==> config.mk <==
export PLATFORM = sky130hd
export DESIGN_NAME = shell_line_tokenizer_top
export DESIGN_NICKNAME = d
export VERILOG_FILES = /design/src/rtl/core/slt_pkg.sv /design/src/rtl/core/slt_front.sv /design/src/rtl/core/slt_queue.sv /design/src/rtl/core/slt_back.sv /design/src/rtl/core/shell_line_tokenizer_top.sv
export SDC_FILE = /design/constraint.sdc
export NUM_CORES = 1
export LEC_CHECK = 0
export ABC_AREA = 0
export ABC_CLOCK_PERIOD_IN_PS = 24100
export BUFFER_PORTS_ARGS = -buffer_cell sky130_fd_sc_hd__buf_2
export CORE_ASPECT_RATIO = 1.25
export CORE_MARGIN = 1
export CORE_UTILIZATION = 56
export DETAILED_ROUTE_END_ITERATION = 16
export GPL_TIMING_DRIVEN = 1
export PLACE_DENSITY = 0.82
export SYNTH_ARGS = -nofsm -noshare
export SYNTH_HDL_FRONTEND = slang
export SYNTH_SLANG_ARGS = --single-unit
==> constraint.sdc <==
create_clock -name clock -period 24.1 [get_ports clock]
set_clock_uncertainty 0.05 [all_clocks]
set_input_delay 1.205 -clock clock [delete_from_list [all_inputs] [get_ports clock]]
set_output_delay 1.205 -clock clock [all_outputs]
set_load 0.02 [all_outputs]
==> src/rtl/core/slt_pkg.sv <==
// Shared constants, result/bundle types and a result builder for the shell line tokenizer.
// Used by slt_front, slt_queue, slt_back and shell_line_tokenizer_top; no dependencies.
package slt_pkg;

   localparam int STORE_DEPTH = 1024;
   localparam int TOKEN_SLOTS = 64;
   localparam int MAX_RES     = 4;
   localparam int RES_IDX_W   = $clog2(MAX_RES);
   localparam int RES_CNT_W   = $clog2(MAX_RES + 1);
   localparam int QUEUE_DEPTH = 2;
   localparam int QPTR_W      = $clog2(QUEUE_DEPTH);
   localparam int QCNT_W      = $clog2(QUEUE_DEPTH + 1);

   localparam logic [7:0] CH_NUL    = 8'h00;
   localparam logic [7:0] CH_TAB    = 8'h09;
   localparam logic [7:0] CH_SPACE  = 8'h20;
   localparam logic [7:0] CH_DQUOTE = 8'h22;
   localparam logic [7:0] CH_HASH   = 8'h23;
   localparam logic [7:0] CH_AMP    = 8'h26;
   localparam logic [7:0] CH_SQUOTE = 8'h27;
   localparam logic [7:0] CH_SEMI   = 8'h3B;
   localparam logic [7:0] CH_LT     = 8'h3C;
   localparam logic [7:0] CH_GT     = 8'h3E;
   localparam logic [7:0] CH_BSLASH = 8'h5C;
   localparam logic [7:0] CH_BAR    = 8'h7C;

   localparam logic [3:0] TOK_WORD   = 4'd0;
   localparam logic [3:0] TOK_IN     = 4'd1;
   localparam logic [3:0] TOK_OUT    = 4'd2;
   localparam logic [3:0] TOK_APPEND = 4'd3;
   localparam logic [3:0] TOK_PIPE   = 4'd4;
   localparam logic [3:0] TOK_OR     = 4'd5;
   localparam logic [3:0] TOK_AND    = 4'd6;
   localparam logic [3:0] TOK_SEMI   = 4'd7;
   localparam logic [3:0] TOK_END    = 4'd8;

   localparam logic [1:0] OP_NONE = 2'd0;
   localparam logic [1:0] OP_GT   = 2'd1;
   localparam logic [1:0] OP_BAR  = 2'd2;
   localparam logic [1:0] OP_AMP  = 2'd3;

   localparam logic CSR_MAX_TOKENS = 1'b0;
   localparam logic CSR_TEXT_CAP   = 1'b1;

   typedef struct packed {
      logic       store_we;
      logic [9:0] store_addr;
      logic [7:0] store_byte;
      logic       tok_we;
      logic [5:0] tok_index;
      logic [3:0] tok_type;
      logic [9:0] tok_text;
      logic       done_res;
      logic       error;
      logic [5:0] token_total;
      logic       last;
   } rsp_type;

   typedef struct packed {
      rsp_type [MAX_RES-1:0] res;
      logic [RES_CNT_W-1:0]  cnt;
   } bundle_type;

   function automatic rsp_type mk_res(input logic swe, input logic [9:0] addr,
                                      input logic [7:0] sbyte, input logic twe,
                                      input logic [5:0] idx, input logic [3:0] ttype,
                                      input logic [9:0] text, input logic done,
                                      input logic err, input logic [5:0] total);
      rsp_type r;
      r.store_we    = swe;
      r.store_addr  = addr;
      r.store_byte  = sbyte;
      r.tok_we      = twe;
      r.tok_index   = idx;
      r.tok_type    = ttype;
      r.tok_text    = text;
      r.done_res    = done;
      r.error       = err;
      r.token_total = total;
      r.last        = 1'b0;
      return r;
   endfunction

endpackage

==> src/rtl/core/slt_front.sv <==
// Front end: configuration registers, lexer line state and the per-byte result bundle.
// Depends on slt_pkg.
module slt_front (
   input  logic               clock,
   input  logic               reset,
   input  logic               accept,
   input  logic [7:0]         ch,
   input  logic               csr_we,
   input  logic               csr_index,
   input  logic [10:0]        csr_wdata,
   output slt_pkg::bundle_type bundle,
   output logic               bundle_push
);

   logic [6:0]  max_tokens_ff;
   logic [10:0] text_cap_ff;

   logic [9:0]  write_offset_ff, write_offset_in;
   logic [5:0]  token_count_ff, token_count_in;
   logic [9:0]  word_begin_ff, word_begin_in;
   logic        inside_word_ff, inside_word_in;
   logic        inside_single_ff, inside_single_in;
   logic        inside_double_ff, inside_double_in;
   logic        escape_pending_ff, escape_pending_in;
   logic [1:0]  operator_pending_ff, operator_pending_in;
   logic        comment_skip_ff, comment_skip_in;
   logic        line_failed_ff, line_failed_in;

   logic [10:0] slim;
   logic [6:0]  tlim;
   logic        ok;
   logic        consumed;
   logic [slt_pkg::RES_CNT_W-1:0] n;
   slt_pkg::rsp_type [slt_pkg::MAX_RES-1:0] r;
   logic [7:0]  pc;

   always_comb begin
      slim = (text_cap_ff < 11'(slt_pkg::STORE_DEPTH)) ? text_cap_ff
                                                       : 11'(slt_pkg::STORE_DEPTH);
      tlim = (max_tokens_ff < 7'(slt_pkg::TOKEN_SLOTS)) ? max_tokens_ff
                                                        : 7'(slt_pkg::TOKEN_SLOTS);

      write_offset_in     = write_offset_ff;
      token_count_in      = token_count_ff;
      word_begin_in       = word_begin_ff;
      inside_word_in      = inside_word_ff;
      inside_single_in    = inside_single_ff;
      inside_double_in    = inside_double_ff;
      escape_pending_in   = escape_pending_ff;
      operator_pending_in = operator_pending_ff;
      comment_skip_in     = comment_skip_ff;
      line_failed_in      = line_failed_ff;
      ok       = 1'b1;
      consumed = 1'b0;
      n        = '0;
      r        = '0;
      pc       = slt_pkg::CH_AMP;

      if (line_failed_ff) begin
         if (ch == slt_pkg::CH_NUL) begin
            line_failed_in = 1'b0;
            write_offset_in = '0; token_count_in = '0; word_begin_in = '0;
            inside_word_in = 1'b0; inside_single_in = 1'b0; inside_double_in = 1'b0;
            escape_pending_in = 1'b0; operator_pending_in = slt_pkg::OP_NONE;
            comment_skip_in = 1'b0;
         end
      end else if (!(comment_skip_ff && ch != slt_pkg::CH_NUL)) begin
         // pending escape or operator first
         if (escape_pending_ff) begin
            escape_pending_in = 1'b0;
            if (({1'b0, write_offset_in} + 11'd1) >= slim) begin
               ok = 1'b0;
            end else begin
               r[n[slt_pkg::RES_IDX_W-1:0]] = slt_pkg::mk_res(1'b1, write_offset_in,
                  (ch != slt_pkg::CH_NUL) ? ch : slt_pkg::CH_BSLASH,
                  1'b0, '0, '0, '0, 1'b0, 1'b0, '0);
               n = n + 1'b1;
               write_offset_in = write_offset_in + 10'd1;
            end
            consumed = (ch != slt_pkg::CH_NUL);
         end else if (operator_pending_ff != slt_pkg::OP_NONE) begin
            operator_pending_in = slt_pkg::OP_NONE;
            case (operator_pending_ff)
               slt_pkg::OP_GT:  pc = slt_pkg::CH_GT;
               slt_pkg::OP_BAR: pc = slt_pkg::CH_BAR;
               default:         pc = slt_pkg::CH_AMP;
            endcase
            if (ch != pc && operator_pending_ff == slt_pkg::OP_AMP) begin
               ok = 1'b0;
            end else if (({1'b0, token_count_in} + 7'd1) >= tlim) begin
               ok = 1'b0;
               consumed = (ch == pc);
            end else begin
               r[n[slt_pkg::RES_IDX_W-1:0]] = slt_pkg::mk_res(1'b0, '0, '0, 1'b1,
                  token_count_in,
                  (ch == pc) ? ((operator_pending_ff == slt_pkg::OP_GT) ? slt_pkg::TOK_APPEND :
                                (operator_pending_ff == slt_pkg::OP_BAR) ? slt_pkg::TOK_OR :
                                slt_pkg::TOK_AND)
                             : ((operator_pending_ff == slt_pkg::OP_GT) ? slt_pkg::TOK_OUT :
                                slt_pkg::TOK_PIPE),
                  '0, 1'b0, 1'b0, '0);
               n = n + 1'b1;
               token_count_in = token_count_in + 6'd1;
               consumed = (ch == pc);
            end
         end

         if (ok && !consumed) begin
            if (ch == slt_pkg::CH_NUL) begin
               // close the line
               if (inside_single_in || inside_double_in) begin
                  ok = 1'b0;
               end else begin
                  if (inside_word_in) begin
                     if ((({1'b0, token_count_in} + 7'd1) >= tlim) ||
                         (({1'b0, write_offset_in} + 11'd1) >= slim)) begin
                        ok = 1'b0;
                     end else begin
                        r[n[slt_pkg::RES_IDX_W-1:0]] = slt_pkg::mk_res(1'b1, write_offset_in,
                           8'h00, 1'b1, token_count_in, slt_pkg::TOK_WORD, word_begin_in,
                           1'b0, 1'b0, '0);
                        n = n + 1'b1;
                        write_offset_in = write_offset_in + 10'd1;
                        token_count_in  = token_count_in + 6'd1;
                        inside_word_in  = 1'b0;
                     end
                  end
                  if (ok) begin
                     r[n[slt_pkg::RES_IDX_W-1:0]] = slt_pkg::mk_res(1'b0, '0, '0, 1'b1,
                        token_count_in, slt_pkg::TOK_END, '0, 1'b1, 1'b0, token_count_in);
                     n = n + 1'b1;
                     write_offset_in = '0; token_count_in = '0; word_begin_in = '0;
                     inside_word_in = 1'b0; inside_single_in = 1'b0;
                     inside_double_in = 1'b0; escape_pending_in = 1'b0;
                     operator_pending_in = slt_pkg::OP_NONE;
                     comment_skip_in = 1'b0; line_failed_in = 1'b0;
                  end
               end
            end else if (inside_single_in) begin
               if (ch == slt_pkg::CH_SQUOTE) begin
                  inside_single_in = 1'b0;
               end else if (({1'b0, write_offset_in} + 11'd1) >= slim) begin
                  ok = 1'b0;
               end else begin
                  r[n[slt_pkg::RES_IDX_W-1:0]] = slt_pkg::mk_res(1'b1, write_offset_in, ch,
                     1'b0, '0, '0, '0, 1'b0, 1'b0, '0);
                  n = n + 1'b1;
                  write_offset_in = write_offset_in + 10'd1;
               end
            end else if (inside_double_in) begin
               if (ch == slt_pkg::CH_DQUOTE) begin
                  inside_double_in = 1'b0;
               end else if (ch == slt_pkg::CH_BSLASH) begin
                  escape_pending_in = 1'b1;
               end else if (({1'b0, write_offset_in} + 11'd1) >= slim) begin
                  ok = 1'b0;
               end else begin
                  r[n[slt_pkg::RES_IDX_W-1:0]] = slt_pkg::mk_res(1'b1, write_offset_in, ch,
                     1'b0, '0, '0, '0, 1'b0, 1'b0, '0);
                  n = n + 1'b1;
                  write_offset_in = write_offset_in + 10'd1;
               end
            end else if (ch == slt_pkg::CH_SPACE || ch == slt_pkg::CH_TAB ||
                         ch == slt_pkg::CH_LT || ch == slt_pkg::CH_GT ||
                         ch == slt_pkg::CH_BAR || ch == slt_pkg::CH_AMP ||
                         ch == slt_pkg::CH_SEMI) begin
               // separators and operators close an open word
               if (inside_word_in) begin
                  if ((({1'b0, token_count_in} + 7'd1) >= tlim) ||
                      (({1'b0, write_offset_in} + 11'd1) >= slim)) begin
                     ok = 1'b0;
                  end else begin
                     r[n[slt_pkg::RES_IDX_W-1:0]] = slt_pkg::mk_res(1'b1, write_offset_in,
                        8'h00, 1'b1, token_count_in, slt_pkg::TOK_WORD, word_begin_in,
                        1'b0, 1'b0, '0);
                     n = n + 1'b1;
                     write_offset_in = write_offset_in + 10'd1;
                     token_count_in  = token_count_in + 6'd1;
                     inside_word_in  = 1'b0;
                  end
               end
               if (ok && (ch == slt_pkg::CH_LT || ch == slt_pkg::CH_SEMI)) begin
                  if (({1'b0, token_count_in} + 7'd1) >= tlim) begin
                     ok = 1'b0;
                  end else begin
                     r[n[slt_pkg::RES_IDX_W-1:0]] = slt_pkg::mk_res(1'b0, '0, '0, 1'b1,
                        token_count_in,
                        (ch == slt_pkg::CH_LT) ? slt_pkg::TOK_IN : slt_pkg::TOK_SEMI,
                        '0, 1'b0, 1'b0, '0);
                     n = n + 1'b1;
                     token_count_in = token_count_in + 6'd1;
                  end
               end else if (ok && ch == slt_pkg::CH_GT) begin
                  operator_pending_in = slt_pkg::OP_GT;
               end else if (ok && ch == slt_pkg::CH_BAR) begin
                  operator_pending_in = slt_pkg::OP_BAR;
               end else if (ok && ch == slt_pkg::CH_AMP) begin
                  operator_pending_in = slt_pkg::OP_AMP;
               end
            end else if (ch == slt_pkg::CH_HASH && !inside_word_in) begin
               comment_skip_in = 1'b1;
            end else begin
               // word character, quote or backslash: open the word if needed
               if (!inside_word_in) begin
                  inside_word_in = 1'b1;
                  word_begin_in  = write_offset_in;
               end
               if (ch == slt_pkg::CH_SQUOTE) begin
                  inside_single_in = 1'b1;
               end else if (ch == slt_pkg::CH_DQUOTE) begin
                  inside_double_in = 1'b1;
               end else if (ch == slt_pkg::CH_BSLASH) begin
                  escape_pending_in = 1'b1;
               end else if (({1'b0, write_offset_in} + 11'd1) >= slim) begin
                  ok = 1'b0;
               end else begin
                  r[n[slt_pkg::RES_IDX_W-1:0]] = slt_pkg::mk_res(1'b1, write_offset_in, ch,
                     1'b0, '0, '0, '0, 1'b0, 1'b0, '0);
                  n = n + 1'b1;
                  write_offset_in = write_offset_in + 10'd1;
               end
            end
         end

         if (!ok) begin
            r[n[slt_pkg::RES_IDX_W-1:0]] = slt_pkg::mk_res(1'b0, '0, '0, 1'b0, '0, '0, '0,
                                                            1'b1, 1'b1, '0);
            n = n + 1'b1;
            if (ch == slt_pkg::CH_NUL) begin
               write_offset_in = '0; token_count_in = '0; word_begin_in = '0;
               inside_word_in = 1'b0; inside_single_in = 1'b0; inside_double_in = 1'b0;
               escape_pending_in = 1'b0; operator_pending_in = slt_pkg::OP_NONE;
               comment_skip_in = 1'b0; line_failed_in = 1'b0;
            end else begin
               line_failed_in = 1'b1;
            end
         end
      end

      if (n != '0) begin
         r[slt_pkg::RES_IDX_W'(n - 1'b1)].last = 1'b1;
      end
   end

   assign bundle.res    = r;
   assign bundle.cnt    = n;
   assign bundle_push   = accept && (n != '0);

   always_ff @(posedge clock) begin
      if (reset) begin
         max_tokens_ff <= 7'(slt_pkg::TOKEN_SLOTS);
         text_cap_ff   <= 11'(slt_pkg::STORE_DEPTH);
      end else if (csr_we) begin
         if (csr_index == slt_pkg::CSR_MAX_TOKENS) begin
            max_tokens_ff <= csr_wdata[6:0];
         end else begin
            text_cap_ff <= csr_wdata;
         end
      end
   end

   always_ff @(posedge clock) begin
      if (reset) begin
         write_offset_ff     <= '0;
         token_count_ff      <= '0;
         word_begin_ff       <= '0;
         inside_word_ff      <= 1'b0;
         inside_single_ff    <= 1'b0;
         inside_double_ff    <= 1'b0;
         escape_pending_ff   <= 1'b0;
         operator_pending_ff <= slt_pkg::OP_NONE;
         comment_skip_ff     <= 1'b0;
         line_failed_ff      <= 1'b0;
      end else if (accept) begin
         write_offset_ff     <= write_offset_in;
         token_count_ff      <= token_count_in;
         word_begin_ff       <= word_begin_in;
         inside_word_ff      <= inside_word_in;
         inside_single_ff    <= inside_single_in;
         inside_double_ff    <= inside_double_in;
         escape_pending_ff   <= escape_pending_in;
         operator_pending_ff <= operator_pending_in;
         comment_skip_ff     <= comment_skip_in;
         line_failed_ff      <= line_failed_in;
      end
   end

endmodule

==> src/rtl/core/slt_queue.sv <==
// Short bundle queue between the front end and the result sequencer.
// Depends on slt_pkg.
module slt_queue (
   input  logic                clock,
   input  logic                reset,
   input  logic                push,
   input  slt_pkg::bundle_type push_data,
   output logic                full,
   input  logic                pop,
   output slt_pkg::bundle_type head,
   output logic                head_valid
);

   slt_pkg::bundle_type entry_ff [slt_pkg::QUEUE_DEPTH];
   logic [slt_pkg::QPTR_W-1:0] wr_ptr_ff, rd_ptr_ff;
   logic [slt_pkg::QCNT_W-1:0] count_ff;

   assign full       = (count_ff == slt_pkg::QCNT_W'(slt_pkg::QUEUE_DEPTH));
   assign head_valid = (count_ff != '0);
   assign head       = entry_ff[rd_ptr_ff];

   always_ff @(posedge clock) begin
      if (push) begin
         entry_ff[wr_ptr_ff] <= push_data;
      end
   end

   always_ff @(posedge clock) begin
      if (reset) begin
         wr_ptr_ff <= '0;
         rd_ptr_ff <= '0;
         count_ff  <= '0;
      end else begin
         if (push) begin
            wr_ptr_ff <= wr_ptr_ff + 1'b1;
         end
         if (pop) begin
            rd_ptr_ff <= rd_ptr_ff + 1'b1;
         end
         if (push && !pop) begin
            count_ff <= count_ff + 1'b1;
         end else if (pop && !push) begin
            count_ff <= count_ff - 1'b1;
         end
      end
   end

endmodule

==> src/rtl/core/slt_back.sv <==
// Result sequencer: walks the head bundle one result per cycle into the output register
// while that register is empty or being taken. Depends on slt_pkg.
module slt_back (
   input  logic                clock,
   input  logic                reset,
   input  slt_pkg::bundle_type head,
   input  logic                head_valid,
   output logic                head_pop,
   input  logic                out_take,
   output logic                out_valid,
   output slt_pkg::rsp_type    out_res
);

   logic [slt_pkg::RES_IDX_W-1:0] ridx_ff;
   logic                          out_valid_ff;
   slt_pkg::rsp_type              out_ff;
   logic                          load;
   logic                          at_last;

   assign load      = head_valid && (!out_valid_ff || out_take);
   assign at_last   = ((slt_pkg::RES_CNT_W'(ridx_ff) + 1'b1) == head.cnt);
   assign head_pop  = load && at_last;
   assign out_valid = out_valid_ff;
   assign out_res   = out_ff;

   always_ff @(posedge clock) begin
      if (load) begin
         out_ff <= head.res[ridx_ff];
      end
   end

   always_ff @(posedge clock) begin
      if (reset) begin
         ridx_ff      <= '0;
         out_valid_ff <= 1'b0;
      end else begin
         if (load) begin
            ridx_ff <= at_last ? '0 : ridx_ff + 1'b1;
         end
         if (load) begin
            out_valid_ff <= 1'b1;
         end else if (out_take) begin
            out_valid_ff <= 1'b0;
         end
      end
   end

endmodule

==> src/rtl/core/shell_line_tokenizer_top.sv <==
// Shell command line tokenizer, top level: front end, bundle queue and result sequencer.
// Depends on slt_pkg, slt_front, slt_queue and slt_back.
//
// Usage:
//   Input side is a queue write port: drive req_ch and raise req_push; a beat is
//   taken at a rising edge with req_push high and req_full low. A 0 byte ends the line.
//   Result side is a queue read port: while rsp_empty is low the oldest result sits on
//   the rsp_ ports; raise rsp_pop to take it. rsp_last marks the final result of a byte.
//   Configuration: csr_we with csr_index (0 = max_tokens, 1 = text_cap) and csr_wdata
//   writes a register at the edge; write only while the block is idle.
// Timing:
//   A byte is classified in the cycle it is accepted; its results pass through the
//   bundle queue and then the output register before they reach the rsp_ ports. The
//   front end takes one byte per cycle while the two-entry bundle queue has room. The
//   output register delivers one result per cycle while rsp_pop is raised, so bytes
//   that give several results (up to three) are paced by the result side.
// Reset: synchronous, active high; clears line state, empties the queue and the output
//   register, and sets max_tokens to 64 and text_cap to 1024.
// Stall: when rsp_pop stays low the output holds, the queue fills and req_full rises;
//   no result is dropped and no byte is taken until room frees up.
module shell_line_tokenizer_top (
   input  logic        clock,
   input  logic        reset,
   input  logic        req_push,
   output logic        req_full,
   input  logic [7:0]  req_ch,
   output logic        rsp_empty,
   input  logic        rsp_pop,
   output logic        rsp_store_we,
   output logic [9:0]  rsp_store_addr,
   output logic [7:0]  rsp_store_byte,
   output logic        rsp_tok_we,
   output logic [5:0]  rsp_tok_index,
   output logic [3:0]  rsp_tok_type,
   output logic [9:0]  rsp_tok_text,
   output logic        rsp_done_res,
   output logic        rsp_error,
   output logic [5:0]  rsp_token_total,
   output logic        rsp_last,
   input  logic        csr_we,
   input  logic        csr_index,
   input  logic [10:0] csr_wdata
);

   logic                accept;
   logic                bundle_push;
   slt_pkg::bundle_type bundle;
   slt_pkg::bundle_type head;
   logic                head_valid;
   logic                head_pop;
   logic                q_full;
   logic                out_valid;
   logic                out_take;
   slt_pkg::rsp_type    out_res;

   // take a byte whenever the queue has a free slot
   assign accept   = req_push && !q_full;
   assign req_full = q_full;
   assign out_take = rsp_pop && out_valid;

   slt_front u_front (
      .clock       (clock),
      .reset       (reset),
      .accept      (accept),
      .ch          (req_ch),
      .csr_we      (csr_we),
      .csr_index   (csr_index),
      .csr_wdata   (csr_wdata),
      .bundle      (bundle),
      .bundle_push (bundle_push)
   );

   slt_queue u_queue (
      .clock      (clock),
      .reset      (reset),
      .push       (bundle_push),
      .push_data  (bundle),
      .full       (q_full),
      .pop        (head_pop),
      .head       (head),
      .head_valid (head_valid)
   );

   slt_back u_back (
      .clock      (clock),
      .reset      (reset),
      .head       (head),
      .head_valid (head_valid),
      .head_pop   (head_pop),
      .out_take   (out_take),
      .out_valid  (out_valid),
      .out_res    (out_res)
   );

   // drive the result beat from the output register
   assign rsp_empty       = !out_valid;
   assign rsp_store_we    = out_res.store_we;
   assign rsp_store_addr  = out_res.store_addr;
   assign rsp_store_byte  = out_res.store_byte;
   assign rsp_tok_we      = out_res.tok_we;
   assign rsp_tok_index   = out_res.tok_index;
   assign rsp_tok_type    = out_res.tok_type;
   assign rsp_tok_text    = out_res.tok_text;
   assign rsp_done_res    = out_res.done_res;
   assign rsp_error       = out_res.error;
   assign rsp_token_total = out_res.token_total;
   assign rsp_last        = out_res.last;

   // a finished line is always the final result of its byte
   a_done_is_last: assert property (@(posedge clock) disable iff (reset)
      (!rsp_empty && rsp_done_res) |-> rsp_last)
      else $error("done result not marked last");

   // a failure result carries no store or token write
   a_error_plain: assert property (@(posedge clock) disable iff (reset)
      (!rsp_empty && rsp_error) |-> (rsp_done_res && !rsp_store_we && !rsp_tok_we))
      else $error("error result carries a write or lacks done");

   // the queue never drains a bundle that is not there
   a_pop_has_head: assert property (@(posedge clock) disable iff (reset)
      head_pop |-> head_valid)
      else $error("bundle queue popped while empty");

   // reset empties the result side
   a_reset_empty: assert property (@(posedge clock)
      reset |=> rsp_empty)
      else $error("result side not empty after reset");

endmodule
==> impl_results.rst, run 1 <==
.. list-table::
   :header-rows: 1

   * - Metric
     - Value
   * - Req. time, crit path
     - 24,220 ps
   * - Net total in the final layout
     - 1,804
   * - TritonCTS sink count
     - 385
   * - Routed via count divided by cell count
     - ~6.6
   * - Global placer's final weighted congestion
     - about 1.0
   * - Worst EP arrival
     - ~14,000 ps
   * - Maximum vdd ir drop
     - approximately 60 µV
   * - Largest fanout on the critical path
     - between 70 and 80
   * - Unique cell type count in the Yosys netlist
     - 93
   * - Total iterations of the first detailed-routing run
     - 6
   * - Drt first-iter violations
     - approximately 1,800
   * - Static power due to leakage
     - 7.86 nW
   * - Worst rel slew slack
     - 0.200
   * - Setup CP Type
     - reg2reg
   * - Peak clock frequency supported by timing
     - around 0.072 GHz
   * - Std-Cell Core Area
     - between 0.03 and 0.04 mm²
   * - Setup-failing EPs final
     - 0
   * - Area Growth Syn to Fin
     - 10.2%
   * - Worst Tran Pin Value
     - about 1200 ps
   * - Global-route wire length before repair
     - 85,300 µm
   * - Post-CTS Hold Buffers
     - 0
   * - Global-route total usage across every layer
     - 0.316
   * - Wire length reported by the detailed router
     - approximately 57,000 µm
   * - Antenna cell count
     - 0
   * - Number of design rule violations left after detail routing
     - 0
   * - DR WL/cell
     - about 26 µm
   * - Number of nets produced by synthesis
     - about 1,800
   * - Overflow left after global routing
     - 0
   * - Placement Setup Slack
     - ~10,000 ps
   * - Post-Syn Instances
     - roughly 1,700
   * - Number of synthesized flops with an enable pin
     - 325
   * - Max-Cap Viols
     - 0
   * - Boundary Pins
     - 76
   * - HPWL reported at the end of detailed placement
     - 39,800 µm
   * - Vias in the first global route
     - between 10,000 and 15,000
   * - Width of the chip
     - 171 µm
   * - Worst path most repeated cell
     - sky130_fd_sc_hd__ha_1
   * - CTS Buf Count
     - 38
   * - Die area
     - roughly 0.037 mm²
   * - Via total after detailed routing
     - 14,700
   * - Largest net degree at the start of global routing
     - between 70 and 80
   * - Ys Warns
     - 0
   * - Clock transition at the registers of the reported paths
     - 60 ps
   * - Category of the worst setup path launch point
     - flip-flop
   * - Setup repair bufs after CTS
     - 0
   * - Prevailing post-synth register cell
     - sky130_fd_sc_hd__edfxtp_1
   * - Clock tree root driver cell
     - sky130_fd_sc_hd__clkbuf_16
   * - Synthesized area
     - about 0.020 mm²
   * - Count of final hold-check violations
     - 0
   * - Capturing element type of the critical path
     - flip-flop
   * - Clock H-tree levels
     - 2
   * - Final worst-path cycle share
     - 0.580
   * - Post-route worst setup slack
     - 10,120 ps
   * - Proportion of layout cells with a drive suffix above 1
     - 0.167
   * - Fraction of the yosys area taken by sequential cells
     - 0.546
   * - Synthesized area divided by synthesized cell count
     - between 10 and 15 µm²
   * - Result of the run
     - finished, final reports clean
   * - Clock latency on the worst-skew pair
     - approximately 560 ps
   * - Core Rows
     - 77
   * - Type of the worst min-delay path
     - reg2reg
   * - Post-Place Cells
     - approximately 2,100
   * - Vertical die dimension
     - approximately 210 µm
   * - Initial cell density of the core
     - 0.568
   * - Count of filler cells inserted in the layout
     - 2,667
   * - Setup repair after global routing missed its margin
     - no
   * - Number of buffer cells added on primary ports
     - 75
   * - Number of nets with antenna violations after detailed routing
     - 0
   * - Post-route cell area
     - between 0.02 and 0.025 mm²
   * - Initial antenna violation count
     - 0
   * - Total Negative Setup Slacks
     - 0 ps
   * - Cell Pwr Density
     - 93.2 mW/mm²
   * - Area of placed instances
     - between 0.02 and 0.025 mm²
   * - Share of flip-flops with an asynchronous set or reset after synthesis
     - 0
   * - Worst hold margin
     - slightly above 400 ps
   * - Deepest clock path buffer count
     - 3
   * - Number of storage elements in the synthesis netlist
     - 385
   * - Min Clock Period, post-route
     - approximately 14,000 ps
   * - Non-filler cells in the finished layout
     - between 2,000 and 2,500
   * - Post-cts repair resize count
     - 0
   * - Final slew viol count
     - 0
   * - Delay of the slowest cell on the worst path
     - 910 ps
   * - Library cell contributing the largest single delay on the critical path
     - sky130_fd_sc_hd__buf_4
   * - Clock tree from TritonCTS
     - done
## registers in the layout, summed over array words and instances (netlist names), 2 cells and up, named ones only
signal,cells
u_queue.entry_ff,276
u_back.out_res,49
u_front.text_cap_ff,11
u_front.word_begin_ff,10
u_front.write_offset_ff,10
u_front.max_tokens_ff,7
u_front.token_count_ff,6
u_back.ridx_ff,2
u_front.operator_pending_ff,2
u_queue.count_ff,2
## critical path, delay by kind of cell, from the launching register on
family                     cells  cell delay, ps
muxes                          2             960
buffers and inverters          8            2500
AOI/OAI and AO/OA              9            2870
adders and majority gates      8            2470
and+or+nand+nor               14            3760
xor gates and xnor gates       2             370
DFF                            1             530
## cell families (layout without fill, tap and decap cells)
family	count (synthesis)	after routing	share of synthesized area
simple gates	542	542	0.136
flops	385	385	0.546
compound gates	356	356	0.123
buf+inv	141	222	0.0287
mux	105	105	0.0948
xor+xnor	67	67	0.0303
fa+ha+maj	66	66	0.0412
## metal layers
metal / vias to the layer above / part of all wire / global-route usage / wire, µm
li1: 6481 / - / - / -
met1: 7215 / 0.37 / 0.388 / 20900
met2: 798 / 0.50 / 0.536 / 28300
met3: 233 / 0.074 / 0.0406 / 4210
met4: 0 / 0.064 / 0.185 / 3650
met5: - / 0 / 0 / 0
## metrics by stage
step / power [mW] / util
2_1_floorplan: 1.34 / -
3_3_place_gp: 1.47 / 0.591
3_5_place_dp: 1.49 / 0.591
4_1_cts: 2.07 / 0.625
5_1_grt: 2.14 / 0.625
6_report: 2.06 / 0.625
## path summary, 6_finish.rpt
path	depth (start not counted)	slack, ps	endpoint	from
hold / removal	2	410	u_front.text_cap_ff[0]	u_front.text_cap_ff[0]
setup reg to reg	43	10120	u_queue.entry_ff[0][66]	u_front.write_offset_ff[2]
hold reg to reg	2	410	u_front.text_cap_ff[0]	u_front.text_cap_ff[0]
setup / recovery	43	10120	u_queue.entry_ff[0][66]	u_front.write_offset_ff[2]
## synthesized netlist by cell type (all sizes together) (7+ instances only)
library cell,count,area (µm²)
mux4,66,1490
edfxtp,325,9760
nor3,36,205
nor2,145,547
nor4,13,87.6
a21oi,93,477
nand3,43,215
o211ai,15,118
a221oi,7,67.6
o2bb2ai,10,87.6
mux2i,18,180
a21o,11,82.6
nand2b,12,75.1
a211o,8,70.1
a22oi,10,75.1
nand2,122,460
nand4,19,119
a211oi,27,228
a31oi,17,106
xor2,23,209
buf,31,161
clkbuf,66,249
ha,66,826
and2,38,238
mux2,21,236
and4,8,70.1
o31ai,10,85.1
inv,41,154
nor2b,42,263
xnor2,43,377
or3,9,56.3
o22ai,14,87.6
o21a,7,52.6
and3,36,230
o21ai,61,305
dfxtp,60,1200
## layout make-up
class	count	area (µm²)	share of cell area
timing repair buffer	108	621	0.0281
sequential	385	11000	0.496
clock inverter	17	173	0.00781
inverter	44	165	0.00747
clock buffer	53	1040	0.0469
tap	474	593	0.0268
multi-input combinational	1136	8550	0.387
## report_power, final
group / leakage, nW / internal (mW) / switching [mW] / total, mW
Clock: 0.591 / 0.320 / 0.263 / 0.583
Sequential: 3.59 / 0.902 / 0.0579 / 0.960
Combinational: 3.67 / 0.202 / 0.315 / 0.518
Total: 7.86 / 1.42 / 0.636 / 2.06
## placed cells by master (no fill, tap or decap), drive strengths merged, types with 7 or more instances in the layout
cell type	count
o211ai	15
and2	38
mux2i	18
nand2	122
edfxtp	325
inv	47
dfxtp	60
o21ai	61
o2bb2ai	10
a21oi	93
clkbuf	54
mux2	21
nor3	36
nor2	145
buf	107
xor2	23
a211oi	27
a211o	8
nand3	43
nand2b	12
a21o	11
o21a	7
o31ai	10
and3	36
nor4	13
a221oi	7
nand4	19
o22ai	14
and4	8
xnor2	43
a22oi	10
nor2b	42
a31oi	17
or3	9
mux4	66
ha	66
clkinv	12
No activity file was read; power rests on OpenSTA's default activity.
==> inputs of run 2 (changes only) <==
--- a/config.mk
+++ b/config.mk
@@ -6,7 +6,7 @@
 export NUM_CORES = 1
 export LEC_CHECK = 0
 export ABC_AREA = 0
-export ABC_CLOCK_PERIOD_IN_PS = 24100
+export ABC_CLOCK_PERIOD_IN_PS = 14460
 export BUFFER_PORTS_ARGS = -buffer_cell sky130_fd_sc_hd__buf_2
 export CORE_ASPECT_RATIO = 1.25
 export CORE_MARGIN = 1
==> constraint.sdc (replaced) <==
create_clock -name clock -period 14.46 [get_ports clock]
set_clock_uncertainty 0.05 [all_clocks]
set_input_delay 0.723 -clock clock [delete_from_list [all_inputs] [get_ports clock]]
set_output_delay 0.723 -clock clock [all_outputs]
set_load 0.02 [all_outputs]
==> run 2 against run 1 <==
Compared with the run above: combinational power up 70%; clock power is 66% higher; routed wire length shrank 1.2%; global-route usage grew 0.15 points; worst hold slack got worse by 64 ps; sequential share of layout area decreased by 0.23 points; final area is 0.46% higher; count of clock-buffer cells in the layout down 6; highest routed layer unchanged; flip-flop and latch count is the same; worst setup slack lost 8700 ps.
==> impl_results.rst, run 2 (synthesized netlist as in run 1, its figures left out) <==
.. list-table::
   :header-rows: 1

   * - Metric
     - Value
   * - Result of the run
     - finished, final reports clean
   * - Initial cell density of the core
     - 0.568
   * - Global placer's final weighted congestion
     - 1.02
   * - Total iterations of the first detailed-routing run
     - 6
   * - Clock latency on the worst-skew pair
     - 550 ps
   * - Setup-failing EPs final
     - 0
   * - Peak clock frequency supported by timing
     - roughly 0.077 GHz
   * - Count of final hold-check violations
     - 0
   * - Wire length reported by the detailed router
     - around 56,000 µm
   * - Number of buffers and inverters on the critical path
     - 8
   * - Max-Cap Viols
     - 0
   * - HPWL reported at the end of detailed placement
     - 39,700 µm
   * - Worst path most repeated cell
     - sky130_fd_sc_hd__ha_1
   * - Routed via count divided by cell count
     - 6.60
   * - Largest register by flop count
     - u_queue.entry_ff
   * - Initial antenna violation count
     - 0
   * - Hold wc startpoint
     - csr_wdata[10]
   * - Met2 track demand over resource in global routing
     - 0.531
   * - TritonCTS sink count
     - between 300 and 400
   * - Core Rows
     - 77
   * - R2R Setup Slk
     - around 1400 ps
   * - Deepest clock path buffer count
     - 3
   * - Drt first-iter violations
     - roughly 1,700
   * - Vertical die dimension
     - roughly 210 µm
   * - Count of filler cells inserted in the layout
     - 2,655
   * - Category of the worst setup path launch point
     - flip-flop
   * - Routing layer with the top usage in global route
     - met2
   * - Met3 track demand over resource
     - 0.0476
   * - Crit path launch
     - u_front.write_offset_ff[2]
   * - Commonest non-fill, non-tap cells in the layout
     - sky130_fd_sc_hd__edfxtp_1 (325), sky130_fd_sc_hd__nor2_1 (144), sky130_fd_sc_hd__nand2_1 (121)
   * - Setup CP Type
     - reg2reg
   * - Worst rel slew slack
     - 0.0962
   * - Setup repair bufs after CTS
     - 0
   * - Met1 Usage GRT
     - 0.384
   * - Vias in the first global route
     - approximately 15,000
   * - Number of design rule violations left after detail routing
     - 0
   * - Global-route total usage across every layer
     - 0.317
   * - Proportion of layout cells with a drive suffix above 1
     - 0.172
   * - Req. time, crit path
     - roughly 15,000 ps
   * - Number of flip-flops in the largest register
     - 276
   * - End of the worst register-to-register path
     - u_queue.entry_ff[0][125]
   * - Cell depth of the worst min-delay path
     - 3
   * - Min Clock Period, post-route
     - approximately 13,000 ps
   * - Post-cts repair resize count
     - 0
   * - Cell Pwr Density
     - ~150 mW/mm²
   * - Area taken by multi-input logic gates
     - 0.00855 mm²
   * - Delay of the slowest cell on the worst path
     - ~930 ps
   * - Count of cells along the worst register-to-register path
     - 43
   * - Clock tree root driver cell
     - sky130_fd_sc_hd__clkbuf_16
   * - DR WL/cell
     - ~25 µm
   * - CTS Buf Count
     - 38
   * - Area Growth Syn to Fin
     - 10.7%
   * - Overflow left after global routing
     - 0
   * - Largest net degree at the start of global routing
     - between 80 and 90
   * - Final slew viol count
     - 0
   * - Worst Tran Pin Value
     - between 1000 and 1500 ps
   * - Crit path max-delay family
     - simple AND/OR/NAND/NOR gates
   * - Capturing element type of the critical path
     - flip-flop
   * - Std-Cell Core Area
     - 0.0354 mm²
   * - Maximum vdd ir drop
     - 81.0 µV
   * - Clock H-tree levels
     - 2
   * - Clock transition at the registers of the reported paths
     - ~60 ps
   * - Total power of the final layout
     - between 3 and 4 mW
   * - Static power due to leakage
     - 7.91 nW
   * - Worst-case hold path end point
     - u_front.text_cap_ff[10]
   * - Total Negative Setup Slacks
     - 0 ps
   * - Width of the chip
     - 171 µm
   * - Type of the worst min-delay path
     - in2reg
   * - Worst hold margin
     - 345 ps
   * - Boundary Pins
     - 76
   * - Number of buffer cells added on primary ports
     - 75
   * - Die area
     - between 0.03 and 0.04 mm²
   * - Global-route wire length before repair
     - 85,500 µm
   * - FF+latch area
     - around 0.011 mm²
   * - Number of nets with antenna violations after detailed routing
     - 0
   * - Most common library cell in the layout ignoring fill and taps
     - sky130_fd_sc_hd__edfxtp_1
   * - Antenna cell count
     - 0
   * - Setup repair after global routing missed its margin
     - no
   * - Via total after detailed routing
     - 14,700
   * - Post-CTS Hold Buffers
     - 0
   * - Net total in the final layout
     - 1,812
   * - Launch point of the worst reg-to-reg path
     - u_front.write_offset_ff[2]
   * - Largest fanout on the critical path
     - 34
   * - Final worst-path cycle share
     - 0.900
   * - Clock tree from TritonCTS
     - done
   * - Worst EP arrival
     - 13,170 ps
   * - Library cell contributing the largest single delay on the critical path
     - sky130_fd_sc_hd__nor2b_4
[run 2: final cells by class]
type,count,area share
sequential,385,0.494
multi-input combinational,1136,0.385
clock buffer,47,0.0461
timing repair buffer,116,0.0325
tap,474,0.0267
clock inverter,20,0.00851
inverter,44,0.00744
[run 2: power by group]
group | internal [mW] | switching [mW] | total (mW)
clock network | 0.546 | 0.424 | 0.969
registers | 1.50 | 0.0829 | 1.58
logic | 0.348 | 0.536 | 0.883
[run 2: how the worst max path moves through the flow]
stage | to | slack [ps] | cells past startpoint
5_1_grt | u_queue.entry_ff[0][152] | 550 | 43
4_1_cts | u_queue.entry_ff[0][125] | 1630 | 43
6_report | u_queue.entry_ff[0][125] | 1450 | 43
2_1_floorplan | u_queue.entry_ff[0][0] | 900 | 45
3_3_place_gp | u_queue.entry_ff[0][123] | 2160 | 43
3_5_place_dp | u_queue.entry_ff[0][123] | 1650 | 43
[run 2: layer usage]
layer,vias to the layer above,routed length (µm)
li1,6504,-
met1,7135,20700
met2,797,27400
met3,236,4090
met4,0,4130
met5,-,0
[run 2: worst reg2reg max path: cells and delay by family (launching register included)]
kind,cells,cell delay [ps]
and+or+nand+nor,12,3680
muxes,2,850
buffers and inverters,8,1940
adders and majority gates,8,2430
DFF,1,510
xor gates and xnor gates,4,1240
AOI/OAI and AO/OA,9,1980
[run 2: through the flow]
| stage | instances | setup slack (ps) | area (µm²) | utilization |
|---|---|---|---|---|
| after floorplan | 1662 | 904 | 20100 | - |
| after global placement | 2155 | 2160 | 21000 | 0.594 |
| after detailed placement | 2155 | 1650 | 21000 | 0.594 |
| after CTS | 2222 | 1630 | 22200 | 0.628 |
| after global routing | 2222 | 550 | 22200 | 0.628 |
| final | 2222 | 1450 | 22200 | 0.628 |
